`src/rtl/midpoint_slope_interpolator_unit_defines.svh`:
```
// ----------------------------------------------------------------------------
// Midpoint slope interpolator - assertion macros
// Concurrent assertion helpers, compiled out when ASSERT_OFF is set.
// ----------------------------------------------------------------------------
`ifndef MIDPOINT_SLOPE_INTERPOLATOR_UNIT_DEFINES_SVH
`define MIDPOINT_SLOPE_INTERPOLATOR_UNIT_DEFINES_SVH

`ifndef ASSERT_OFF
// Property checked on every clock edge outside reset
`define MSI_ASSERT(lbl, clk, rstn, prop, msg) \
  lbl: assert property (@(posedge clk) disable iff (!rstn) (prop)) else $error(msg);
// Same-cycle implication checked outside reset
`define MSI_ASSERT_IMP(lbl, clk, rstn, ante, cons, msg) \
  lbl: assert property (@(posedge clk) disable iff (!rstn) (ante) |-> (cons)) else $error(msg);
`else
`define MSI_ASSERT(lbl, clk, rstn, prop, msg)
`define MSI_ASSERT_IMP(lbl, clk, rstn, ante, cons, msg)
`endif

`endif

```
`src/rtl/msi_pkg.sv`:
```
// ----------------------------------------------------------------------------
// Midpoint slope interpolator - package
// Opcodes, status codes, controller/datapath interface structs and helpers.
// ----------------------------------------------------------------------------
package msi_pkg;

  localparam int unsigned DataW   = 32;
  localparam int unsigned FracW   = 16;
  // dividend width covers the 65-bit interpolation product
  localparam int unsigned DivW    = 65;
  localparam int unsigned DivCntW = 7;

  typedef enum logic [1:0] {
    OP_CLEAR = 2'd0,
    OP_LOAD  = 2'd1,
    OP_EVAL  = 2'd2,
    OP_NONE  = 2'd3
  } op_e;

  typedef enum logic [1:0] {
    ST_OK         = 2'd0,
    ST_FULL       = 2'd1,
    ST_NOT_RISING = 2'd2,
    ST_FEW        = 2'd3
  } status_e;

  // commands from controller to datapath
  typedef struct packed {
    logic    capture;
    logic    clear;
    logic    first;
    logic    set_res;
    status_e res_code;
    logic    load_div_init;
    logic    eval_div_init;
    logic    div_step;
    logic    write_entry;
    logic    scan_init;
    logic    rd_req;
    logic    scan_adv;
    logic    take_rd;
    logic    eval_prep;
    logic    eval_mul;
    logic    eval_fin;
  } dp_cmd_t;

  // status from datapath to controller
  typedef struct packed {
    op_e  op;
    logic have_first;
    logic table_full;
    logic table_empty;
    logic x_rising;
    logic div_run;
    logic mid_gt;
    logic at_first;
    logic at_last;
  } dp_stat_t;

  // saturate a 35-bit signed sum to signed Q16.16
  function automatic logic [DataW-1:0] sat_q16(input logic signed [34:0] v);
    logic [DataW-1:0] r;
    if (v > 35'sh0_7FFF_FFFF) begin
      r = 32'h7FFF_FFFF;
    end else if (v < -35'sh0_8000_0000) begin
      r = 32'h8000_0000;
    end else begin
      r = v[DataW-1:0];
    end
    return r;
  endfunction

endpackage

```
`src/rtl/msi_ctrl.sv`:
```
// ----------------------------------------------------------------------------
// Midpoint slope interpolator - controller
// Sequences clear, load and evaluate transactions over the datapath.
// ----------------------------------------------------------------------------
module msi_ctrl
  import msi_pkg::*;
(
  input  logic     clk_i,
  input  logic     rst_ni,
  input  logic     start_i,
  input  dp_stat_t stat_i,
  output dp_cmd_t  cmd_o,
  output logic     busy_o,
  output logic     done_o
);

  typedef enum logic [10:0] {
    S_IDLE   = 11'b000_0000_0001,
    S_DECIDE = 11'b000_0000_0010,
    S_LDIV   = 11'b000_0000_0100,
    S_LWR    = 11'b000_0000_1000,
    S_SRD    = 11'b000_0001_0000,
    S_SCK    = 11'b000_0010_0000,
    S_EPREP  = 11'b000_0100_0000,
    S_EMUL   = 11'b000_1000_0000,
    S_EDIV   = 11'b001_0000_0000,
    S_EFIN   = 11'b010_0000_0000,
    S_RESP   = 11'b100_0000_0000
  } state_e;

  state_e state_q, state_d;

  // next state and command decode
  always_comb begin
    state_d = state_q;
    cmd_o   = '0;
    cmd_o.res_code = ST_OK;
    case (state_q)
      S_IDLE: begin
        if (start_i) begin
          cmd_o.capture = 1'b1;
          state_d       = S_DECIDE;
        end
      end
      S_DECIDE: begin
        state_d = S_RESP;
        case (stat_i.op)
          OP_CLEAR: begin
            cmd_o.clear   = 1'b1;
            cmd_o.set_res = 1'b1;
          end
          OP_LOAD: begin
            if (!stat_i.have_first) begin
              cmd_o.first   = 1'b1;
              cmd_o.set_res = 1'b1;
            end else if (stat_i.table_full) begin
              cmd_o.set_res  = 1'b1;
              cmd_o.res_code = ST_FULL;
            end else if (!stat_i.x_rising) begin
              cmd_o.set_res  = 1'b1;
              cmd_o.res_code = ST_NOT_RISING;
            end else begin
              cmd_o.load_div_init = 1'b1;
              state_d             = S_LDIV;
            end
          end
          OP_EVAL: begin
            if (stat_i.table_empty) begin
              cmd_o.set_res  = 1'b1;
              cmd_o.res_code = ST_FEW;
            end else begin
              cmd_o.scan_init = 1'b1;
              state_d         = S_SRD;
            end
          end
          default: begin
            cmd_o.set_res = 1'b1;
          end
        endcase
      end
      S_LDIV: begin
        if (stat_i.div_run) begin
          cmd_o.div_step = 1'b1;
        end else begin
          state_d = S_LWR;
        end
      end
      S_LWR: begin
        cmd_o.write_entry = 1'b1;
        state_d           = S_RESP;
      end
      S_SRD: begin
        cmd_o.rd_req = 1'b1;
        state_d      = S_SCK;
      end
      S_SCK: begin
        if (stat_i.mid_gt) begin
          if (stat_i.at_first) begin
            cmd_o.take_rd = 1'b1;
            state_d       = S_RESP;
          end else begin
            cmd_o.eval_prep = 1'b1;
            state_d         = S_EPREP;
          end
        end else if (stat_i.at_last) begin
          cmd_o.take_rd = 1'b1;
          state_d       = S_RESP;
        end else begin
          cmd_o.scan_adv = 1'b1;
          state_d        = S_SRD;
        end
      end
      S_EPREP: begin
        cmd_o.eval_mul = 1'b1;
        state_d        = S_EMUL;
      end
      S_EMUL: begin
        cmd_o.eval_div_init = 1'b1;
        state_d             = S_EDIV;
      end
      S_EDIV: begin
        if (stat_i.div_run) begin
          cmd_o.div_step = 1'b1;
        end else begin
          state_d = S_EFIN;
        end
      end
      S_EFIN: begin
        cmd_o.eval_fin = 1'b1;
        state_d        = S_RESP;
      end
      S_RESP: begin
        state_d = S_IDLE;
      end
      default: begin
        state_d = S_IDLE;
      end
    endcase
  end

  // state register
  always_ff @(posedge clk_i or negedge rst_ni) begin
    if (!rst_ni) begin
      state_q <= S_IDLE;
    end else begin
      state_q <= state_d;
    end
  end

  assign busy_o = (state_q != S_IDLE);
  assign done_o = (state_q == S_RESP);

endmodule

```
`config.mk`:
```
export PLATFORM = sky130hd
export DESIGN_NAME = msi_ctrl
export DESIGN_NICKNAME = d
export VERILOG_FILES = /design/src/rtl/midpoint_slope_interpolator_unit_defines.svh /design/src/rtl/msi_pkg.sv /design/src/rtl/msi_ctrl.sv
export SDC_FILE = /design/constraint.sdc
export NUM_CORES = 1
export LEC_CHECK = 0
export BUFFER_PORTS_ARGS = -buffer_cell sky130_fd_sc_hd__buf_2
export CAP_MARGIN = 20
export CORE_ASPECT_RATIO = 1.2
export CORE_MARGIN = 2
export CORE_UTILIZATION = 43
export DETAILED_ROUTE_END_ITERATION = 8
export MAX_ROUTING_LAYER = met4
export PLACE_DENSITY = 0.73
export RECOVER_POWER = 25
export SLEW_MARGIN = 10
export SYNTH_ARGS = -nofsm -noshare
export SYNTH_HDL_FRONTEND = slang
export SYNTH_SLANG_ARGS = --single-unit
```
`constraint.sdc`:
```
create_clock -name clk_i -period 1.42 [get_ports clk_i]
set_input_delay 0.142 -clock clk_i [delete_from_list [all_inputs] [get_ports clk_i]]
set_output_delay 0.142 -clock clk_i [all_outputs]
set_load 0.005 [all_outputs]
```
Word-level counts from Yosys, hierarchy flattened
Index checks and enable logic that the tools add are counted.
Operators by class
  add/sub/neg operators: 0
  $mul: 0
  divide/modulo/power cells: 0
  $lt $le $gt $ge: 0
  eq/ne operators: 17
  shifts and indexed selects: 0
  muxes and demuxes: 46
  bitwise gates (word level): 0
  reduce and logical (&&, ||, !) cells: 4
Operators by type and width (count)
  11-bit 2-to-1 mux: 10
  11-bit case mux with 9 select lines: 1
  1-bit 2-to-1 mux: 26
  11-bit case mux with 2 select lines: 1
  3-bit 2-to-1 mux: 5
  11-bit by 1-bit == test with 1-bit output, second input constant: 1
  11-bit by 10-bit == test with 1-bit output, second input constant: 1
  11-bit == test, second input constant: 1
  11-bit by 2-bit == test with 1-bit output, second input constant: 1
  11-bit by 3-bit == test with 1-bit output, second input constant: 1
  11-bit by 4-bit == test with 1-bit output, second input constant: 1
  11-bit by 5-bit == test with 1-bit output, second input constant: 1
  11-bit by 6-bit == test with 1-bit output, second input constant: 1
  11-bit by 7-bit == test with 1-bit output, second input constant: 1
  11-bit by 8-bit == test with 1-bit output, second input constant: 1
  11-bit by 9-bit == test with 1-bit output, second input constant: 1
  11-bit by 1-bit inequality test with 1-bit output, second input constant: 1
  6-bit 2-to-1 mux: 1
  2-bit inequality test, second input constant: 3
  2-bit case mux with 2 select lines: 1
  2-bit OR reduction: 2
  3-bit AND reduction: 1
  2-bit by 1-bit == test with 1-bit output, second input constant: 1
  2-bit == test, second input constant: 1
  other kinds (2): 2
Word-level totals
  register bits after elaboration: 11
  bits in latches: 0
  RAM bits: 0
  bits in read-only memories: 0
  input bits: 13
  memories: 0

Longest topological paths before layout
Gate-level depths: netlist (run 1).
  depth in word-level cells: 5
  gate-level depth with buffers: 5
  gate-level depth less buffers: 5

Least setup slack after synthesis (run 1)
Ideal clock, no wire load.
  path kind: reg2out
  start point: register state_q[4]
  end point: output port cmd_o[2] (netlist bit)
  arrival time: 1.449 ns
  path slack: -0.171 ns
  cell stages (with the launch flop): 4
  cells stage by stage: dfrtp_1 or4b_1 or2_4 nor3b_1
RTL lines
  from (decl): RTL line msi_ctrl.sv:31  | state_e state_q, state_d;
  from (signal assigned): RTL line msi_ctrl.sv:146  | state_q <= state_d;
  to (decl): RTL line msi_ctrl.sv:12  | output dp_cmd_t cmd_o,

==> results of run 1 <==
per-stage QoR:
stage,std cells,TNS [ns]
2_1_floorplan,97,-0.608
3_3_place_gp,169,-2.35
3_5_place_dp,169,-2.56
4_1_cts,183,-9.08
5_1_grt,185,-12.30
6_report,185,-10.28
power groups by stage:
| stage | Clock (mW) | Sequential (mW) | Combinational (mW) |
|---|---|---|---|
| global placement | 0 | 0.379 | 0.540 |
| finish | 0.236 | 0.381 | 0.877 |
| global route | 0.242 | 0.383 | 0.930 |
| CTS | 0.232 | 0.379 | 0.674 |
| floorplan | 0 | 0.386 | 0.249 |
| detailed placement | 0 | 0.378 | 0.553 |
logic make-up after synthesis:
family / after synthesis
and+or+nand+nor: 55
muxes: 1
buffers and inverters: 8
AOI/OAI and AO/OA: 15
xor gates and xnor gates: 4
DFF: 11
adders and majority gates: 3
Yosys cell counts, drive strengths merged, types with 3 or more instances:
library cell,count
xor2,3
nor2,11
o21ai,4
a21oi,3
nand2,3
or4b,3
nand3,4
ha,3
inv,4
nand3b,5
dfrtp,10
nor3b,4
buf,4
nor3,4
nor4,7
per-layer routing:
metal / up-vias / global-route usage / share of wire
met1: 506 / 0.304 / 0.39
li1: 505 / - / -
met5: - / - / 0
met2: 55 / 0.526 / 0.51
met3: 19 / 0.0239 / 0.053
met4: 0 / 0.118 / 0.041
layout make-up:
cell class | count | area [um2] | area share
clock buffer | 4 | 26.3 | 0.0168
inverter | 4 | 15.0 | 0.00958
multi-input combinational | 78 | 744 | 0.475
sequential | 11 | 279 | 0.178
tap | 19 | 23.8 | 0.0152
timing repair buffer | 69 | 479 | 0.306
what timing repair did:
item | 4_1_cts | 5_1_grt
endpoints found under the hold margin | 11 | 0
buffers inserted | 9 | 5
hold buffers | 1 | 0
gates cloned | 0 | 0
endpoints found under the setup margin | 27 | 28
resized for setup | 17 | 22
pin swaps | 6 | 13
final timing paths:
kind / depth (start not counted) / slack (ns) / endpoint
max reg2reg: 8 / -0.41 / state_q[10]
min in group asynchronous: 2 / 0.39 / state_q[8]
min reg2reg: 2 / 0.70 / state_q[2]
min: 2 / 0.09 / state_q[6]
max: 6 / -0.55 / cmd_o[0]
max in group asynchronous: 2 / 0.56 / state_q[5]
critical path: cells and delay by family (launching register included):
family,cells,cell delay (ns)
buffers and inverters,3,0.47
flip-flops,1,0.40
AND/OR/NAND/NOR,3,0.68
==> impl_metrics.tcl, run 1 <==
set metrics [dict create \
    post-place-ws_ns -0.203 \
    post-route-drc-count 0 \
    p_switching_mw 0.576 \
    synth_top_family_by_area "simple AND/OR/NAND/NOR gates" \
    synthArstFlopShare 1.00 \
    fin_util 0.838 \
    grt_max_degree 12 \
    crit_path_top_delay_cell "dfrtp_1" \
    area_delta_synth_final_pct 79.0 \
    violations "negative setup slack" \
    fin_skew_ns 0.00707 \
    grt_pass1_vias 1091 \
    grt_pass1_wl_mm 4.80 \
    maxCapViolations 0 \
    leakage_nw 0.764 \
    power_frac_seq 0.255 \
    ios 32 \
    dr.pass1.iters 4 \
    fillers 105 \
    powerDensity_nw_per_um2 953 \
    cts_tree "built" \
    rows 17 \
    outcome "finished, violations left" \
    mostFrequentLayoutCells "buf_2 (30), buf_4 (27), buf_6 (10), dfrtp_1 (8), nor2_1 (7)" \
    synth_edf_count 0 \
    layout-drive-gt1-share 0.608 \
    ys_types 41 \
    total_power_mw 1.49 \
    arrival_ns 1.83 \
    rsz0062_at_grt "yes" \
    crit_path_start "state_q[7]" \
    fmax_ghz 0.507 \
    place_hpwl_mm 1.96 \
    maxSlewHeadroom 0.560 \
    hold-worst-slack_ns 0.0913 \
    synth_top_area_share 0.286 \
    avgSynthCellArea_um2 9.03 \
    largest_register_ffs 11 \
    worst_slack_ns -0.554 \
    clock-root-buffer "clkbuf_4" \
    required_ns 1.28 \
    synth-seq-cells 11 \
    critPathLaunchType "register" \
    finalSetupViolCount 28 \
    routabilityCongestion 0.825 \
    synthAdderAreaFrac 0.0429 \
    vdd_ir_drop_max_uv 668 \
    synth_seq_area_share 0.316 \
    final_area_um2 1570 \
    drv_slew 0 \
    routed_wl_mm 3.25 \
    yosys.area_share.simple 0.420 \
    finalCritPeriodShare 1.39 \
    worst_pin_slew_ns 0.661 \
    synth_ff_type "dfrtp_1" \
    top_register "state_q" \
    grt_use_total 0.285 \
    period_needed_ns 1.97 \
    die_y_um 53.4 \
    antenna_found_initial 0 \
    numPortBuffers 31 \
    clkPwrFrac 0.158 \
    cell_internal_pwr_mw 0.918 \
    cts_buffers 3 \
    synth_compound_area_frac 0.123 \
    layout_commonest_cell "buf_2" \
    worstHoldStart "stat_i[1]" \
    first_iter_violations 39 \
    synth_xor_xnor_area_share 0.0400 \
    hp-class "in2reg" \
    synth_area_leaders "dfrtp_1 (29%), nor2_1 (4.7%), ha_1 (4.3%), nand3b_1 (4.3%), nor4_1 (3.6%)" \
    die_w_um 45.2 \
    path_class "reg2out" \
    cp-end-kind "output port" \
    clock_latency_ns 0.28 \
    cts_max_level 1 \
    start_util 0.468 \
    grt_overflow_total 0 \
    antenna_cells 0 \
    crit_chain "buf_6, nor4_4, buf_4, nand3b_1, nor4bb_1, buf_2" \
    vias 1085 \
    cts_max_path_buffers 2 \
    clkTransAtPathRegs_ns 0.08 \
    placed_cell_area_um2 1250 \
    ant_nets 0 \
    power_frac_comb 0.587 \
    coreArea_um2 1870 \
    synth_area_um2 876 \
    synthMuxAreaShare 0.0114 \
    die-area_um2 2420 \
    finalHoldViolations 0 \
    p_sw_frac 0.386 \
    cts_num_sinks 11 \
    yosysWarnings 0 \
    slowest_delay_ns 0.40 \
    nets 183 \
    top_regs "state_q (11)" \
    netlist.top_cell.by_area "dfrtp_1" \
    cp_max_fo 4 \
    r2r_start "state_q[7]" \
    synthCells 97 \
    viasPerCell 5.86 \
    routedWlPerCell_um 17.5 \
    syn_nets 113 \
]
No activity file was read; power rests on OpenSTA's default activity.
==> run 2: changes to the inputs <==
- CORE_ASPECT_RATIO: 1.2 -> not set
==> impl_metrics.tcl, run 2 (synthesized netlist as in run 1, its figures left out) <==
set metrics [dict create \
    outcome "finished, violations left" \
    violations "negative setup slack" \
    slowest_delay_ns 0.56 \
    largest_register_ffs 11 \
    r2r_slack_ns -0.41 \
    hold-worst-slack_ns 0.0940 \
    area_delta_synth_final_pct 87.1 \
    numPortBuffers 31 \
    placed_cell_area_um2 1260 \
    cts_max_path_buffers 2 \
    nets 191 \
    layout_commonest_cell "buf_4" \
    ios 32 \
    hold-path-endpoint "state_q[6]" \
    vdd_ir_drop_max_uv 660 \
    cp_max_fo 4 \
    rr_worst_depth 7 \
    grt_pass1_wl_mm 4.93 \
    finalSetupViolCount 30 \
    hp-class "in2reg" \
    worstHoldStart "stat_i[1]" \
    top_regs "state_q (11)" \
    clock-root-buffer "clkbuf_4" \
    cp_num_buf_inv 1 \
    ant_nets 0 \
    maxSlewHeadroom 0.584 \
    routed_wl_mm 3.52 \
    finalHoldViolations 0 \
    r2r_start "state_q[5]" \
    routabilityCongestion 0.911 \
    fin_skew_ns 0.00437 \
    maxCapViolations 0 \
    die_w_um 49.1 \
    die_y_um 49.1 \
    die-area_um2 2410 \
    finalCritPeriodShare 1.43 \
    coreArea_um2 1940 \
    path_delay_family "simple AND/OR/NAND/NOR gates" \
    crit_chain "or4b_4, or2_4, nor3b_2, buf_2" \
    cts_tree "built" \
    critPathLaunchType "register" \
    first_iter_violations 38 \
    antenna_found_initial 0 \
    grt_use_total 0.275 \
    vias 1127 \
    period_needed_ns 2.03 \
    hold_path_depth 2 \
    arrival_ns 1.89 \
    fillers 106 \
    rsz0062_at_grt "yes" \
    cts_num_sinks 11 \
    antenna_cells 0 \
    clock_latency_ns 0.28 \
    grt_overflow_total 0 \
    crit_path_top_delay_cell "or4b_4" \
    start_util 0.451 \
    grt_pass1_vias 1112 \
    rows 16 \
    final_area_um2 1640 \
    leakage_nw 0.808 \
    path_class "reg2out" \
    powerDensity_nw_per_um2 943 \
    post-place-ws_ns -0.260 \
    cts_max_level 1 \
    cp-end-kind "output port" \
    place_hpwl_mm 1.93 \
    dr.pass1.iters 4 \
    routedWlPerCell_um 17.5 \
    rr_endpoint "state_q[0]" \
    fmax_ghz 0.492 \
    layout-drive-gt1-share 0.638 \
    required_ns 1.28 \
    worst_slack_ns -0.615 \
    top_register "state_q" \
    clkTransAtPathRegs_ns 0.07 \
    post-route-drc-count 0 \
    worst_pin_slew_ns 0.624 \
    mostFrequentLayoutCells "buf_4 (38), buf_2 (29), buf_6 (8), dfrtp_1 (8), nor2_1 (6)" \
    cts_buffers 3 \
    grt_max_degree 12 \
    drv_slew 0 \
    viasPerCell 5.61 \
]
==> run 2: worst register-to-register path, stage by stage (launching register included) <==
cell,delay (ns)
dfrtp_2,0.45
buf_4,0.15
buf_6,0.11
buf_6,0.10
or4b_4,0.49
buf_6,0.14
o211a_1,0.13
o22a_1,0.19
==> run 2: how the worst max path moves through the flow <==
stage          startpoint    endpoint  slack (ns)  cells past startpoint
6_report       state_q[6]    cmd_o[2]       -0.61                      4
5_1_grt        state_q[7]    cmd_o[2]       -0.64                      4
2_1_floorplan  state_q[7]    cmd_o[2]       -0.12                      3
3_5_place_dp   state_q[5]  state_q[3]       -0.26                      6
4_1_cts        state_q[7]    cmd_o[2]       -0.50                      4
3_3_place_gp   state_q[5]  state_q[3]       -0.25                      6
==> run 2: area by class of cell <==
class	instances	area (um2)	share of cell area
clock buffers	4	26.3	0.0160
flip-flops and latches	11	279	0.170
multi-input cells	78	751	0.458
well taps	27	33.8	0.0206
inverters	4	15.0	0.00916
repair buffers	77	534	0.326
==> run 2: report_power, final <==
group	internal, mW	total (mW)	switching (mW)	leakage [nW]
sequential	0.355	0.389	0.0344	0.146
clock	0.109	0.229	0.120	0.0150
combinational	0.486	0.927	0.441	0.648
==> run 2: timing repair <==
item | in CTS | in global routing
setup buffers | 13 | 7
resized for setup | 28 | 12
endpoints found under the hold margin | 11 | 0
setup endpoints to repair | 27 | 30
hold buffers | 1 | 0
pin swaps | 13 | 10
==> run 2: routing by layer <==
metal	GRT usage	vias up	wire length, um
met3	0.0245	16	184
met5	-	-	0
met4	0.167	0	131
met1	0.305	528	1310
met2	0.475	65	1890
li1	-	518	-
==> run 2: per-stage QoR <==
step / utilization / total power, mW / setup TNS [ns] / std cells
after global placement: 0.648 / 0.937 / -3.68 / 177
after CTS: 0.785 / 1.36 / -9.14 / 195
after global routing: 0.844 / 1.61 / -12.59 / 201
final: 0.844 / 1.54 / -11.33 / 201
after detailed placement: 0.648 / 0.946 / -4.16 / 177
after floorplan: - / 0.635 / -0.608 / 97
